## src/hdl/ctip_pkg.sv

```systemverilog
// Shared types and constants for the cassette tape image parser.
// No dependencies.
`timescale 1ns / 1ps
`default_nettype none
package ctip_pkg;
    localparam int LINE_LIMIT_DEF = 1024;
    localparam int CFG_IDX_W      = 3;

    localparam logic [CFG_IDX_W-1:0] CFG_SYNC_A     = 3'd0;
    localparam logic [CFG_IDX_W-1:0] CFG_SYNC_B     = 3'd1;
    localparam logic [CFG_IDX_W-1:0] CFG_SYS_MARK   = 3'd2;
    localparam logic [CFG_IDX_W-1:0] CFG_DATA_MARK  = 3'd3;
    localparam logic [CFG_IDX_W-1:0] CFG_ENTRY_MARK = 3'd4;
    localparam logic [CFG_IDX_W-1:0] CFG_BASIC_MARK = 3'd5;

    localparam logic [7:0] RST_SYNC_A     = 8'hA5;
    localparam logic [7:0] RST_SYNC_B     = 8'h66;
    localparam logic [7:0] RST_SYS_MARK   = 8'h55;
    localparam logic [7:0] RST_DATA_MARK  = 8'h3C;
    localparam logic [7:0] RST_ENTRY_MARK = 8'h78;
    localparam logic [7:0] RST_BASIC_MARK = 8'hD3;

    localparam logic [3:0] REPLAY_NONE  = 4'd8;
    localparam logic [3:0] REPLAY_BAS1  = 4'd4;
    localparam logic [3:0] REPLAY_BAS2  = 4'd1;
    localparam logic [8:0] FULL_BLOCK   = 9'd256;

    typedef enum logic [4:0] {
        PH_SILENCE, PH_WAIT_SYNC, PH_HEADER,
        PH_SYS_TYPE, PH_SYS_COUNT, PH_SYS_ALO, PH_SYS_AHI, PH_SYS_DATA, PH_SYS_SUM,
        PH_SYS_ELO, PH_SYS_EHI, PH_AFTER_ENTRY,
        PH_BAS_ALO, PH_BAS_AHI, PH_BAS_LLO, PH_BAS_LHI, PH_BAS_DATA, PH_IGNORE
    } t_phase;

    typedef enum logic [3:0] {
        EV_SYS_HDR, EV_BAS1_HDR, EV_BAS2_HDR, EV_BLK_START, EV_DATA, EV_CSUM,
        EV_ENTRY, EV_LINE_START, EV_LINE_BYTE, EV_LINE_END, EV_PROG_END,
        EV_IGNORED, EV_UNEXPECTED
    } t_event;

    typedef enum logic [1:0] {
        C_IDLE, C_FEED, C_FIN
    } t_ctl_state;

    typedef struct packed {
        logic [3:0]  event_res;
        logic [15:0] address;
        logic [15:0] line_number;
        logic [7:0]  byte_value;
        logic [7:0]  computed_sum;
        logic [10:0] block_length;
        logic [47:0] name_text;
        logic        checksum_ok;
        logic        machine_kind;
    } t_res;

    typedef struct packed {
        logic load;
        logic feed;
        logic fin;
    } t_ctl_cmd;

    typedef struct packed {
        logic res;
        logic pend;
        logic ofree;
        logic more;
    } t_ctl_sts;
endpackage
`default_nettype wire

```

## src/hdl/ctip_in_if.sv

```systemverilog
// Input channel: one tape byte per beat.
// No dependencies.
`timescale 1ns / 1ps
`default_nettype none
interface ctip_in_if;
    logic       valid;
    logic       ready;
    logic [7:0] tape_byte;
    logic       new_image;
    modport source (output valid, output tape_byte, output new_image, input ready);
    modport sink (input valid, input tape_byte, input new_image, output ready);
endinterface
`default_nettype wire

```

## src/hdl/ctip_out_if.sv

```systemverilog
// Output channel: one parse event per beat.
// No dependencies.
`timescale 1ns / 1ps
`default_nettype none
interface ctip_out_if;
    logic        valid;
    logic        ready;
    logic [3:0]  event_res;
    logic [15:0] address;
    logic [15:0] line_number;
    logic [7:0]  byte_value;
    logic [7:0]  computed_sum;
    logic [10:0] block_length;
    logic [47:0] name_text;
    logic        checksum_ok;
    logic        machine_kind;
    logic        last;
    modport source (output valid, output event_res, output address, output line_number,
                    output byte_value, output computed_sum, output block_length,
                    output name_text, output checksum_ok, output machine_kind,
                    output last, input ready);
    modport sink (input valid, input event_res, input address, input line_number,
                  input byte_value, input computed_sum, input block_length,
                  input name_text, input checksum_ok, input machine_kind,
                  input last, output ready);
endinterface
`default_nettype wire

```

## src/hdl/ctip_ctrl.sv

```systemverilog
// Sequencer: accept a beat, feed it and the replayed header bytes, flush the last event.
// Depends on ctip_pkg.
`timescale 1ns / 1ps
`default_nettype none
module ctip_ctrl (
    input  wire                i_clk,
    input  wire                i_rst_n,
    input  wire                i_in_valid,
    output logic               o_in_ready,
    input  ctip_pkg::t_ctl_sts i_sts,
    output ctip_pkg::t_ctl_cmd o_cmd
);
    import ctip_pkg::*;

    t_ctl_state r_state, n_state;
    logic       stall;

    always_ff @(posedge i_clk) begin
        if (!i_rst_n) begin
            r_state <= C_IDLE;
        end else begin
            r_state <= n_state;
        end
    end

    always_comb begin
        n_state    = r_state;
        o_cmd      = '0;
        o_in_ready = 1'b0;
        stall      = i_sts.res && i_sts.pend && !i_sts.ofree;
        case (r_state)
            C_IDLE: begin
                o_in_ready = 1'b1;
                if (i_in_valid) begin
                    o_cmd.load = 1'b1;
                    n_state    = C_FEED;
                end
            end
            C_FEED: begin
                if (!stall) begin
                    o_cmd.feed = 1'b1;
                    if (!i_sts.more) begin
                        n_state = C_FIN;
                    end
                end
            end
            C_FIN: begin
                if (!i_sts.pend) begin
                    n_state = C_IDLE;
                end else if (i_sts.ofree) begin
                    o_cmd.fin = 1'b1;
                    n_state   = C_IDLE;
                end
            end
            default: n_state = C_IDLE;
        endcase
    end
endmodule
`default_nettype wire

```

## src/hdl/ctip_dp.sv

```systemverilog
// Datapath: parse state, header buffer, one-byte parse step, pending and output events.
// Depends on ctip_pkg and the channel interfaces.
`timescale 1ns / 1ps
`default_nettype none
module ctip_dp #(
    parameter int LINE_LIMIT = ctip_pkg::LINE_LIMIT_DEF
) (
    input  wire                               i_clk,
    input  wire                               i_rst_n,
    input  wire                               i_cfg_we,
    input  wire  [ctip_pkg::CFG_IDX_W-1:0]    i_cfg_idx,
    input  wire  [7:0]                        i_cfg_wdata,
    ctip_in_if.sink                           i_in,
    ctip_out_if.source                        o_out,
    input  ctip_pkg::t_ctl_cmd                i_cmd,
    output ctip_pkg::t_ctl_sts                o_sts
);
    import ctip_pkg::*;

    localparam int LW = $clog2(LINE_LIMIT);
    localparam logic [LW-1:0] LINE_MAX = LW'(LINE_LIMIT - 1);

    logic [7:0] r_sync_a, r_sync_b, r_sys_mark, r_data_mark, r_entry_mark, r_basic_mark;

    t_phase      r_phase, n_phase;
    logic [7:0]  r_hs [8];
    logic [2:0]  r_fill, n_fill;
    logic [8:0]  r_left, n_left;
    logic [15:0] r_addr, n_addr;
    logic [7:0]  r_sum, n_sum;
    logic [15:0] r_line, n_line;
    logic [LW-1:0] r_llen, n_llen;
    logic        r_mach, n_mach;
    logic [3:0]  r_rep, n_rep;
    logic [7:0]  r_byte;

    logic        r_pend_v, r_out_v;
    t_res        r_pend, r_out, res;
    logic        r_out_last;
    logic        res_v, hs_we;
    logic [7:0]  ch, sum_ch;
    t_phase      eph;
    logic [15:0] addr_hi;

    always_ff @(posedge i_clk) begin
        if (!i_rst_n) begin
            r_sync_a     <= RST_SYNC_A;
            r_sync_b     <= RST_SYNC_B;
            r_sys_mark   <= RST_SYS_MARK;
            r_data_mark  <= RST_DATA_MARK;
            r_entry_mark <= RST_ENTRY_MARK;
            r_basic_mark <= RST_BASIC_MARK;
        end else if (i_cfg_we) begin
            case (i_cfg_idx)
                CFG_SYNC_A:     r_sync_a     <= i_cfg_wdata;
                CFG_SYNC_B:     r_sync_b     <= i_cfg_wdata;
                CFG_SYS_MARK:   r_sys_mark   <= i_cfg_wdata;
                CFG_DATA_MARK:  r_data_mark  <= i_cfg_wdata;
                CFG_ENTRY_MARK: r_entry_mark <= i_cfg_wdata;
                CFG_BASIC_MARK: r_basic_mark <= i_cfg_wdata;
                default: ;
            endcase
        end
    end

    assign ch      = r_rep[3] ? r_byte : r_hs[r_rep[2:0]];
    assign sum_ch  = r_sum + ch;
    assign addr_hi = {ch, r_addr[7:0]};

    always_comb begin
        n_phase = r_phase;
        n_fill  = r_fill;
        n_left  = r_left;
        n_addr  = r_addr;
        n_sum   = r_sum;
        n_line  = r_line;
        n_llen  = r_llen;
        n_mach  = r_mach;
        n_rep   = r_rep[3] ? REPLAY_NONE : r_rep + 4'd1;
        hs_we   = 1'b0;
        res_v   = 1'b0;
        res     = '0;
        eph     = (r_phase == PH_SILENCE && ch != 8'h00) ? PH_WAIT_SYNC : r_phase;
        n_phase = eph;
        case (eph)
            PH_SILENCE: ;
            PH_WAIT_SYNC: begin
                if (ch == r_sync_a || ch == r_sync_b) begin
                    n_mach  = (ch == r_sync_a) ? 1'b0 : 1'b1;
                    n_phase = PH_HEADER;
                    n_fill  = '0;
                end else begin
                    res_v = 1'b1;
                    res.event_res  = EV_UNEXPECTED;
                    res.byte_value = ch;
                end
            end
            PH_HEADER: begin
                hs_we  = 1'b1;
                n_fill = r_fill + 3'd1;
                if (r_fill == 3'd7) begin
                    res_v = 1'b1;
                    if (r_hs[0] == r_sys_mark && ch == r_data_mark) begin
                        res.event_res = EV_SYS_HDR;
                        res.name_text = {r_hs[1], r_hs[2], r_hs[3], r_hs[4], r_hs[5], r_hs[6]};
                        n_phase = PH_SYS_COUNT;
                    end else if (r_hs[0] == r_basic_mark && r_hs[1] == r_basic_mark
                                 && r_hs[2] == r_basic_mark) begin
                        res.event_res = EV_BAS1_HDR;
                        res.name_text = {40'd0, r_hs[3]};
                        n_phase = PH_BAS_ALO;
                        n_rep   = REPLAY_BAS1;
                    end else begin
                        res.event_res = EV_BAS2_HDR;
                        res.name_text = {40'd0, r_hs[0]};
                        n_phase = PH_BAS_ALO;
                        n_rep   = REPLAY_BAS2;
                    end
                end
            end
            PH_SYS_TYPE: begin
                if (ch == r_data_mark) begin
                    n_phase = PH_SYS_COUNT;
                end else if (ch == r_entry_mark) begin
                    n_phase = PH_SYS_ELO;
                end else begin
                    res_v = 1'b1;
                    res.event_res  = EV_UNEXPECTED;
                    res.byte_value = ch;
                end
            end
            PH_SYS_COUNT: begin
                n_left  = (ch == 8'h00) ? FULL_BLOCK : {1'b0, ch};
                n_phase = PH_SYS_ALO;
            end
            PH_SYS_ALO: begin
                n_addr  = {8'h00, ch};
                n_sum   = ch;
                n_phase = PH_SYS_AHI;
            end
            PH_SYS_AHI: begin
                n_addr  = addr_hi;
                n_sum   = sum_ch;
                n_phase = PH_SYS_DATA;
                res_v = 1'b1;
                res.event_res    = EV_BLK_START;
                res.address      = addr_hi;
                res.computed_sum = sum_ch;
                res.block_length = 11'(r_left);
            end
            PH_SYS_DATA: begin
                n_sum  = sum_ch;
                n_addr = r_addr + 16'd1;
                res_v = 1'b1;
                res.event_res    = EV_DATA;
                res.address      = r_addr;
                res.byte_value   = ch;
                res.computed_sum = sum_ch;
                if (r_left != 9'd0) begin
                    n_left = r_left - 9'd1;
                end
                if (r_left <= 9'd1) begin
                    n_phase = PH_SYS_SUM;
                end
            end
            PH_SYS_SUM: begin
                res_v = 1'b1;
                res.event_res    = EV_CSUM;
                res.byte_value   = ch;
                res.computed_sum = r_sum;
                res.checksum_ok  = (ch == r_sum);
                n_phase = PH_SYS_TYPE;
            end
            PH_SYS_ELO: begin
                n_addr  = {8'h00, ch};
                n_phase = PH_SYS_EHI;
            end
            PH_SYS_EHI: begin
                n_addr  = addr_hi;
                n_phase = PH_AFTER_ENTRY;
                res_v = 1'b1;
                res.event_res = EV_ENTRY;
                res.address   = addr_hi;
            end
            PH_AFTER_ENTRY: begin
                if (ch == r_data_mark) begin
                    n_phase = PH_SYS_COUNT;
                end else if (ch == r_entry_mark) begin
                    n_phase = PH_SYS_ELO;
                end else begin
                    n_phase = PH_IGNORE;
                    res_v = 1'b1;
                    res.event_res  = EV_IGNORED;
                    res.byte_value = ch;
                end
            end
            PH_BAS_ALO: begin
                n_addr  = {8'h00, ch};
                n_phase = PH_BAS_AHI;
            end
            PH_BAS_AHI: begin
                n_addr = addr_hi;
                if (addr_hi == 16'd0) begin
                    res_v = 1'b1;
                    res.event_res = EV_PROG_END;
                    n_phase = PH_IGNORE;
                end else begin
                    n_phase = PH_BAS_LLO;
                end
            end
            PH_BAS_LLO: begin
                n_line  = {8'h00, ch};
                n_phase = PH_BAS_LHI;
            end
            PH_BAS_LHI: begin
                n_line  = {ch, r_line[7:0]};
                n_llen  = '0;
                n_phase = PH_BAS_DATA;
                res_v = 1'b1;
                res.event_res   = EV_LINE_START;
                res.address     = r_addr;
                res.line_number = {ch, r_line[7:0]};
            end
            PH_BAS_DATA: begin
                if (r_llen < LINE_MAX) begin
                    n_llen = r_llen + LW'(1);
                end
                res_v = 1'b1;
                res.address      = r_addr;
                res.line_number  = r_line;
                res.block_length = 11'(n_llen);
                if (ch == 8'h00) begin
                    res.event_res = EV_LINE_END;
                    n_phase = PH_BAS_ALO;
                end else begin
                    res.event_res  = EV_LINE_BYTE;
                    res.byte_value = ch;
                end
            end
            default: begin
                n_phase = PH_IGNORE;
                res_v = 1'b1;
                res.event_res  = EV_IGNORED;
                res.byte_value = ch;
            end
        endcase
        res.machine_kind = r_mach;
    end

    always_ff @(posedge i_clk) begin
        if (!i_rst_n) begin
            r_phase <= PH_SILENCE;
            r_fill  <= '0;
            r_left  <= '0;
            r_addr  <= '0;
            r_sum   <= '0;
            r_line  <= '0;
            r_llen  <= '0;
            r_mach  <= 1'b0;
            r_rep   <= REPLAY_NONE;
        end else if (i_cmd.load) begin
            r_rep <= REPLAY_NONE;
            if (i_in.new_image) begin
                r_phase <= PH_SILENCE;
                r_fill  <= '0;
                r_left  <= '0;
                r_addr  <= '0;
                r_sum   <= '0;
                r_line  <= '0;
                r_llen  <= '0;
                r_mach  <= 1'b0;
            end
        end else if (i_cmd.feed) begin
            r_phase <= n_phase;
            r_fill  <= n_fill;
            r_left  <= n_left;
            r_addr  <= n_addr;
            r_sum   <= n_sum;
            r_line  <= n_line;
            r_llen  <= n_llen;
            r_mach  <= n_mach;
            r_rep   <= n_rep;
        end
    end

    always_ff @(posedge i_clk) begin
        if (i_cmd.load) begin
            r_byte <= i_in.tape_byte;
        end
        if (i_cmd.feed && hs_we) begin
            r_hs[r_fill] <= ch;
        end
    end

    always_ff @(posedge i_clk) begin
        if (!i_rst_n) begin
            r_pend_v <= 1'b0;
            r_out_v  <= 1'b0;
        end else begin
            if (o_out.valid && o_out.ready) begin
                r_out_v <= 1'b0;
            end
            if (i_cmd.feed && res_v) begin
                r_pend_v <= 1'b1;
                if (r_pend_v) begin
                    r_out_v <= 1'b1;
                end
            end
            if (i_cmd.fin) begin
                r_pend_v <= 1'b0;
                r_out_v  <= 1'b1;
            end
        end
    end

    always_ff @(posedge i_clk) begin
        if (i_cmd.feed && res_v) begin
            r_pend <= res;
            if (r_pend_v) begin
                r_out      <= r_pend;
                r_out_last <= 1'b0;
            end
        end
        if (i_cmd.fin) begin
            r_out      <= r_pend;
            r_out_last <= 1'b1;
        end
    end

    assign o_sts.res   = res_v;
    assign o_sts.pend  = r_pend_v;
    assign o_sts.ofree = !r_out_v || o_out.ready;
    assign o_sts.more  = !n_rep[3];

    assign o_out.valid        = r_out_v;
    assign o_out.event_res    = r_out.event_res;
    assign o_out.address      = r_out.address;
    assign o_out.line_number  = r_out.line_number;
    assign o_out.byte_value   = r_out.byte_value;
    assign o_out.computed_sum = r_out.computed_sum;
    assign o_out.block_length = r_out.block_length;
    assign o_out.name_text    = r_out.name_text;
    assign o_out.checksum_ok  = r_out.checksum_ok;
    assign o_out.machine_kind = r_out.machine_kind;
    assign o_out.last         = r_out_last;
endmodule
`default_nettype wire

```

## src/hdl/cassette_tape_image_parser.sv

```systemverilog
// Top level of the cassette tape image parser: sequencer plus datapath.
// Depends on ctip_pkg, ctip_in_if, ctip_out_if, ctip_ctrl and ctip_dp.
//
//  channel  | dir | beat
//  i_in     | in  | tape_byte, new_image
//  o_out    | out | one parse event with last flag
//  i_cfg_*  | in  | register write, index 0..5
//
// An input beat passes through accept, parse and flush; a beat that completes a
// BASIC header also parses up to seven replayed header bytes, one per cycle.
// The single parse unit is fed one byte a cycle unless an output stall holds it.
// Output stalls hold the parser only when a second event is ready to move out.
// Reset is synchronous, active low; no clearing pass.
`timescale 1ns / 1ps
`default_nettype none
module cassette_tape_image_parser #(
    parameter int LINE_LIMIT = ctip_pkg::LINE_LIMIT_DEF
) (
    input  wire                            i_clk,
    input  wire                            i_rst_n,
    input  wire                            i_cfg_we,
    input  wire  [ctip_pkg::CFG_IDX_W-1:0] i_cfg_idx,
    input  wire  [7:0]                     i_cfg_wdata,
    ctip_in_if.sink                        i_in,
    ctip_out_if.source                     o_out
);
    import ctip_pkg::*;

    t_ctl_cmd cmd;
    t_ctl_sts sts;
    logic     in_ready;

    assign i_in.ready = in_ready;

    ctip_ctrl u_ctrl (
        .i_clk      (i_clk),
        .i_rst_n    (i_rst_n),
        .i_in_valid (i_in.valid),
        .o_in_ready (in_ready),
        .i_sts      (sts),
        .o_cmd      (cmd)
    );

    ctip_dp #(
        .LINE_LIMIT (LINE_LIMIT)
    ) u_dp (
        .i_clk       (i_clk),
        .i_rst_n     (i_rst_n),
        .i_cfg_we    (i_cfg_we),
        .i_cfg_idx   (i_cfg_idx),
        .i_cfg_wdata (i_cfg_wdata),
        .i_in        (i_in),
        .o_out       (o_out),
        .i_cmd       (cmd),
        .o_sts       (sts)
    );
endmodule
`default_nettype wire
```

## src/flat_wrapper.sv

```systemverilog
// flat-port wrapper written by rule: the top's interface ports become plain ports
module cassette_tape_image_parser_flat import ctip_pkg::*;
#(
    parameter int LINE_LIMIT = ctip_pkg::LINE_LIMIT_DEF
)
  (i_clk, i_rst_n, i_cfg_we, i_cfg_idx, i_cfg_wdata, i_in_valid, i_in_tape_byte, i_in_new_image, i_in_ready, o_out_valid, o_out_event_res, o_out_address, o_out_line_number, o_out_byte_value, o_out_computed_sum, o_out_block_length, o_out_name_text, o_out_checksum_ok, o_out_machine_kind, o_out_last, o_out_ready);
  ctip_in_if i_in_i ();
  ctip_out_if o_out_i ();
  input  wire i_clk;
  input  wire i_rst_n;
  input  wire i_cfg_we;
  input  wire  [ctip_pkg::CFG_IDX_W-1:0] i_cfg_idx;
  input  wire  [7:0] i_cfg_wdata;
  input wire logic [$bits(i_in_i.valid)-1:0] i_in_valid;
  input wire logic [$bits(i_in_i.tape_byte)-1:0] i_in_tape_byte;
  input wire logic [$bits(i_in_i.new_image)-1:0] i_in_new_image;
  output wire logic [$bits(i_in_i.ready)-1:0] i_in_ready;
  output wire logic [$bits(o_out_i.valid)-1:0] o_out_valid;
  output wire logic [$bits(o_out_i.event_res)-1:0] o_out_event_res;
  output wire logic [$bits(o_out_i.address)-1:0] o_out_address;
  output wire logic [$bits(o_out_i.line_number)-1:0] o_out_line_number;
  output wire logic [$bits(o_out_i.byte_value)-1:0] o_out_byte_value;
  output wire logic [$bits(o_out_i.computed_sum)-1:0] o_out_computed_sum;
  output wire logic [$bits(o_out_i.block_length)-1:0] o_out_block_length;
  output wire logic [$bits(o_out_i.name_text)-1:0] o_out_name_text;
  output wire logic [$bits(o_out_i.checksum_ok)-1:0] o_out_checksum_ok;
  output wire logic [$bits(o_out_i.machine_kind)-1:0] o_out_machine_kind;
  output wire logic [$bits(o_out_i.last)-1:0] o_out_last;
  input wire logic [$bits(o_out_i.ready)-1:0] o_out_ready;
  assign i_in_i.valid = i_in_valid;
  assign i_in_i.tape_byte = i_in_tape_byte;
  assign i_in_i.new_image = i_in_new_image;
  assign i_in_ready = i_in_i.ready;
  assign o_out_valid = o_out_i.valid;
  assign o_out_event_res = o_out_i.event_res;
  assign o_out_address = o_out_i.address;
  assign o_out_line_number = o_out_i.line_number;
  assign o_out_byte_value = o_out_i.byte_value;
  assign o_out_computed_sum = o_out_i.computed_sum;
  assign o_out_block_length = o_out_i.block_length;
  assign o_out_name_text = o_out_i.name_text;
  assign o_out_checksum_ok = o_out_i.checksum_ok;
  assign o_out_machine_kind = o_out_i.machine_kind;
  assign o_out_last = o_out_i.last;
  assign o_out_i.ready = o_out_ready;
  cassette_tape_image_parser #(.LINE_LIMIT(LINE_LIMIT)) u_core (.i_clk(i_clk), .i_rst_n(i_rst_n), .i_cfg_we(i_cfg_we), .i_cfg_idx(i_cfg_idx), .i_cfg_wdata(i_cfg_wdata), .i_in(i_in_i), .o_out(o_out_i));
endmodule
```

## config.mk

```make
export PLATFORM = sky130hd
export DESIGN_NAME = cassette_tape_image_parser_flat
export DESIGN_NICKNAME = d
export VERILOG_FILES = /design/src/hdl/ctip_pkg.sv /design/src/hdl/ctip_in_if.sv /design/src/hdl/ctip_out_if.sv /design/src/hdl/ctip_ctrl.sv /design/src/hdl/ctip_dp.sv /design/src/hdl/cassette_tape_image_parser.sv /design/src/flat_wrapper.sv
export SDC_FILE = /design/constraint.sdc
export NUM_CORES = 1
export LEC_CHECK = 0
export BUFFER_PORTS_ARGS = -buffer_cell sky130_fd_sc_hd__buf_4
export CORE_ASPECT_RATIO = 1.4
export CORE_MARGIN = 1.5
export CORE_UTILIZATION = 56
export CTS_BUF_LIST = sky130_fd_sc_hd__clkbuf_8
export CTS_CLUSTER_DIAMETER = 50
export DETAILED_ROUTE_END_ITERATION = 16
export HOLD_SLACK_MARGIN = 0.06
export PLACE_DENSITY = 0.85
export SLEW_MARGIN = 0
export SYNTH_ARGS = -nofsm -noshare
export SYNTH_HDL_FRONTEND = slang
export SYNTH_SLANG_ARGS = --single-unit
```

## constraint.sdc

```tcl
create_clock -name i_clk -period 9.3 [get_ports i_clk]
set_input_delay 0 -clock i_clk [delete_from_list [all_inputs] [get_ports i_clk]]
set_output_delay 0 -clock i_clk [all_outputs]
set_load 0.01 [all_outputs]
```

; Yosys cells after proc, flatten, opt, wreduce, memory -nomap -nowiden
; Memory sizes are Yosys's and may differ from the RTL's. A register that Yosys moved wholly into a read port is not among the register bits.
; Index checks and enable logic that the tools add are counted.
[op_classes]
reduce_logical = 64
n_eq_ne = 42
n_bitwise = 1
magnitude_cmp = 2
add_sub_neg = 6
muxes = 108
[op_table]
columns = operator, count
row1 = 113-bit 2-to-1 mux, 3
row2 = 16-bit case mux with 2 select lines, 3
row3 = 5-bit case mux with 17 select lines, 1
row4 = 16-bit 2-to-1 mux, 5
row5 = 8-bit equality test, 9
row6 = 8-bit 2-to-1 mux, 9
row7 = 5-bit 2-to-1 mux, 13
row8 = 4-bit 2-to-1 mux, 13
row9 = 48-bit 2-to-1 mux, 1
row10 = 16-bit case mux with 3 select lines, 1
row11 = 4-bit case mux with 12 select lines, 1
row12 = 9-bit 2-to-1 mux, 5
row13 = "5-bit by 4-bit equality test with 1-bit output, second input constant", 8
row14 = 10-bit 2-to-1 mux, 4
row15 = 10-bit case mux with 2 select lines, 2
row16 = 8-bit case mux with 2 select lines, 2
row17 = 8-bit case mux with 4 select lines, 1
row18 = 1-bit 2-to-1 mux, 27
row19 = 4-bit AND reduction, 6
row20 = 3-bit 2-to-1 mux, 7
row21 = "5-bit by 3-bit equality test with 1-bit output, second input constant", 4
row22 = 2-bit AND reduction, 10
row23 = 9-bit case mux with 2 select lines, 1
row24 = 3-bit nonzero test, 6
row25 = 42 further kinds, 81
[totals]
n_memories = 1
output_inout_bits = 116
ram_bits = 64
ff_bits = 359
inputBits = 25
elab_cells = 264
[memory_table]
columns = name, words, word_bits, read_ports, rd_clocked_by_memory_dff, wr, line
row1 = u_core.u_dp.r_hs, 8, 8, 8, 1, 1, ctip_dp.sv:26  ; logic [7:0] r_hs [8];

; Longest topological paths before layout
[logic_depth]
word_depth = 14
mapped_depth = 19
ltp_nobuf = 16

; Worst setup path after synthesis
; No wires, ideal clock.
[synth_path]
kind = reg-to-reg
start = register (tool-made name)
end = register u_core.u_dp.r_out (netlist bit u_core.u_dp.o_out.address[0]), enable pin
t_required_ns = 8.826
path_stages_with_launch = 16
period_less_slack_ns = 9.315
setup_ns = 0.474
path_slack_ns = -0.015
arrival_time_ns = 8.841
path_buffers = 3
path_cell_list = dfxtp_1 -> buf_6 -> buf_8 -> mux2i_1 -> a22o_1 -> or2_1 -> buf_6 -> o21a_4 -> inv_2 -> nor2_2 -> nand4_4 -> o21ai_2 -> or4b_4 -> a31oi_2 -> nand2_1 -> nand2_1
[synth_rtl]
columns = item, line
row1 = end signal: assignment, ctip_dp.sv:320  ; r_out <= r_pend;
row2 = end signal: assignment, ctip_dp.sv:325  ; r_out <= r_pend;
row3 = end: declaration, ctip_dp.sv:38  ; t_res r_pend, r_out, res;

==> flow_summary.ini <==
[layout]
utilization_pct = 65.7
fin_nets = 1850
area_growth_pct = 16.0
antennaDiodeCount = 0
layout-drive-gt1-share_pct = 15.3
n_fill_cell = 2472
fin_cells = 2302

[drt]
finalWirelength_mm = 51.9
vias_per_cell = 6.11
vias = 14100
drtIter0Drc = 1617
final_antenna_net_count = 0
wl_per_cell_um = 22.6
first_pass_iters = 7
drc = 0

[flow_run]
maxCapViolations = 0

[worst_setup_path]
cp_max_fo = 59
cp_cell_sequence = nor2b_1 > a22o_1 > or2_1 > o21a_2 > inv_2 > nor4_4 > nand4_4 > nor2_1 > a21boi_0 > a31oi_4 > nand2_1 > nand2_4 > buf_4
cp-end-kind = flop
critical_path_class = flop to flop
cp_slowest_cell = nand2_4
critPathRequiredTime_ns = 9.55
cp.arrival_ns = 5.51
cp-start-kind = flop
critPathMaxStageDelay_ns = 0.68

[timing]
relSlewSlack_pct = 25.5
post-route-min-period_ns = 5.26
drv_slew = 0
finalHoldViolCount = 0
worst_pin_slew_ns = 1.11
worst_clock_skew_ns = 0.0365
fin_setup_tns_ns = 0
worst_slack_ns = 4.04
fmax_ghz = 0.190
rsz0062_at_grt = no
setup_viol = 0
finalCritPeriodShare_pct = 56.6

[pwr]
switching_power_mw = 0.981
powerDensity_nw_per_um2 = 185
p_leak_nw = 7.97
p_comb_share_pct = 9.0
switching_share_pct = 24.4
seqPwrFrac_pct = 53.7
p_int_mw = 3.04
p_clk_share_pct = 37.2
totalPowerFinal_mw = 4.02
peakVddDrop_uv = 91.8

[synth]
yosys-top-cells-area = edfxtp_1, dfxtp_1, nand2_1
yosysTopAreaCell = edfxtp_1
syn_area_um2 = 18700
synth_ff_type = edfxtp_1
ys_types = 87
async_flop_share_pct = 0
synth_nets = 1679
synth-seq-cells = 424
syn_inst = 1638
yosysSeqAreaShare_pct = 61.3
synth_edf_count = 296
synth_warnings = 0
syn_avg_cell_area_um2 = 11.4
synth_top_area_share_pct = 47.6

[clocking]
cts.sinks = 424
h-tree-depth = 2
clock_latency_ns = 0.64
cts_tree = built
clock_path_buffers = 3
numCtsBuffers = 60
root_buffer = clkbuf_8
clkSlewWorstSetupHoldPaths_ns = 0.08

[global_route]
grt_start_max_net_pins = 96
grt_pass1_vias = 13600
grt_remaining_overflow = 0
grt_first_pass_wirelength_mm = 78.0
grt_usage_pct = 30.4
antenna_found_initial = 0

[die]
fp.dieW_um = 157
dieArea_um2 = 34500
chipHeight_um = 219
start_util_pct = 56.6
io_pins = 141
core_area_um2 = 33000
rows = 79

[worst_hold_path]
hold_path.class = input pin to flop
hp-start = i_in_tape_byte[0]

[place]
gp_congestion = 1.02
port_buffers = 139
place_ws_ns = 4.17
hpwl_mm = 35.5
placedCellCount = 2155

[run_status]
status = finished, final reports clean
cells by family (layout without fill, tap and decap cells):
kind of cell	count (synthesis)	after routing	synth area share (%)
other	1	1	0.0201
flip-flops	424	424	61.3
AND/OR/NAND/NOR	631	631	16.2
AO/OA/AOI/OAI	299	299	10.8
adder cells (fa/ha/maj)	16	16	1.11
XOR/XNOR	81	81	3.80
multiplexers	76	76	4.15
buffers and inverters	110	329	2.62
per-stage QoR:
stage	hold WS (ns)	area (um^2)
6_report	0.0817	21700
5_1_grt	0.0779	21700
4_1_cts	0.0657	21700
3_5_place_dp	0.180	20100
3_3_place_gp	0.180	20100
2_1_floorplan	0.0989	18700
synth_stat cells (8+ instances only):
library cell / n
xor2_1: 22
nor3_1: 32
nand4_1: 24
inv_1: 18
edfxtp_1: 296
and3_1: 18
a22o_1: 21
ha_1: 15
clkbuf_1: 63
inv_2: 8
nor2_1: 82
nor4_1: 14
nand2b_1: 8
a21oi_1: 68
dfxtp_1: 128
nand3_1: 63
or3_1: 17
nor2b_1: 9
mux2i_1: 70
nand2_1: 270
o21ai_0: 88
a211oi_1: 8
o211ai_1: 21
a21o_1: 15
and2_1: 60
xnor2_1: 59
state kept, by name (all words and copies together), names as in the netlist, 8 cells and up, named ones only:
register and cells:
u_core.u_dp.o_out.name_text 48, u_core.u_dp.r_sync_b 8, u_core.u_dp.o_out.line_number 16, u_core.u_dp.r_basic_mark 8, u_core.u_dp.r_hs 64, u_core.u_dp.r_left 9, u_core.u_dp.r_byte 8, u_core.u_dp.r_pend 112
u_core.u_dp.o_out.block_length 10, u_core.u_dp.r_entry_mark 8, u_core.u_dp.r_sys_mark 8, u_core.u_dp.o_out.computed_sum 8, u_core.u_dp.r_llen 10, u_core.u_dp.o_out.address 16, u_core.u_dp.r_data_mark 8, u_core.u_dp.r_line 16
u_core.u_dp.r_sync_a 8, u_core.u_dp.o_out.byte_value 8, u_core.u_dp.r_sum 8, u_core.u_dp.r_addr 16
worst paths after layout:
kind / end / slack (ns) / depth (start not counted)
min reg2reg: u_core.u_dp.o_out.address[5]$_DFFE_PP_ / 0.41 / 0
min: u_core.u_dp.r_byte[0]$_DFFE_PP_ / 0.08 / 2
max: u_core.u_dp.o_out.address[10]$_DFFE_PP_ / 4.04 / 13
max reg2reg: u_core.u_dp.o_out.address[10]$_DFFE_PP_ / 4.04 / 13
placed cells by master, fill, tap and decap left out, drive strengths merged, types with 22 or more instances in the layout:
cell type	instances
o21ai	90
a21oi	69
edfxtp	296
dfxtp	128
clkbuf	67
buf	156
nor2	84
dlygate4sd3	37
nand4	25
nor3	32
inv	47
mux2i	70
nand3	63
xnor2	59
and2	60
xor2	22
nand2	270
final cells by class:
type                            count  area, um^2  area share [%]
Clock buffer                       67         922            4.25
Clock inverter                     43         332            1.53
Inverter                           26        97.6           0.450
Multi-Input combinational cell   1104        6780            31.3
Sequential cell                   424       11500            52.8
Tap cell                          445         557            2.57
Timing Repair Buffer              193        1540            7.11
timing repair:
item | 4_1_cts | 5_1_grt
hold endpoints to repair | 84 | 0
hold buffers | 37 | 0
buffers inserted | 0 | 0
gates resized for setup | 0 | 0
metal layers:
metal  global-route usage, %  vias to the layer above  share of wire [%]
li1                        -                     6321                  -
met1                    33.9                     6688                 35
met2                    52.2                      788                 50
met5                       0                        -                  0
met3                    5.06                      259                7.1
met4                    22.2                        0                8.1
power groups by stage:
stage | Clock (mW) | Combinational [mW] | Sequential, mW
floorplan | 0 | 0.231 | 2.19
global placement | 0 | 0.333 | 2.20
detailed placement | 0 | 0.342 | 2.20
CTS | 1.52 | 0.354 | 2.16
global route | 1.60 | 0.391 | 2.16
finish | 1.50 | 0.364 | 2.16
critical path: cells and delay by family, from the launching register on:
kind	cells	cell delay (ns)
simple gates	7	2.54
compound gates	4	1.01
buf+inv	2	0.86
flops	1	0.39
(Power assumes the default switching activity.)
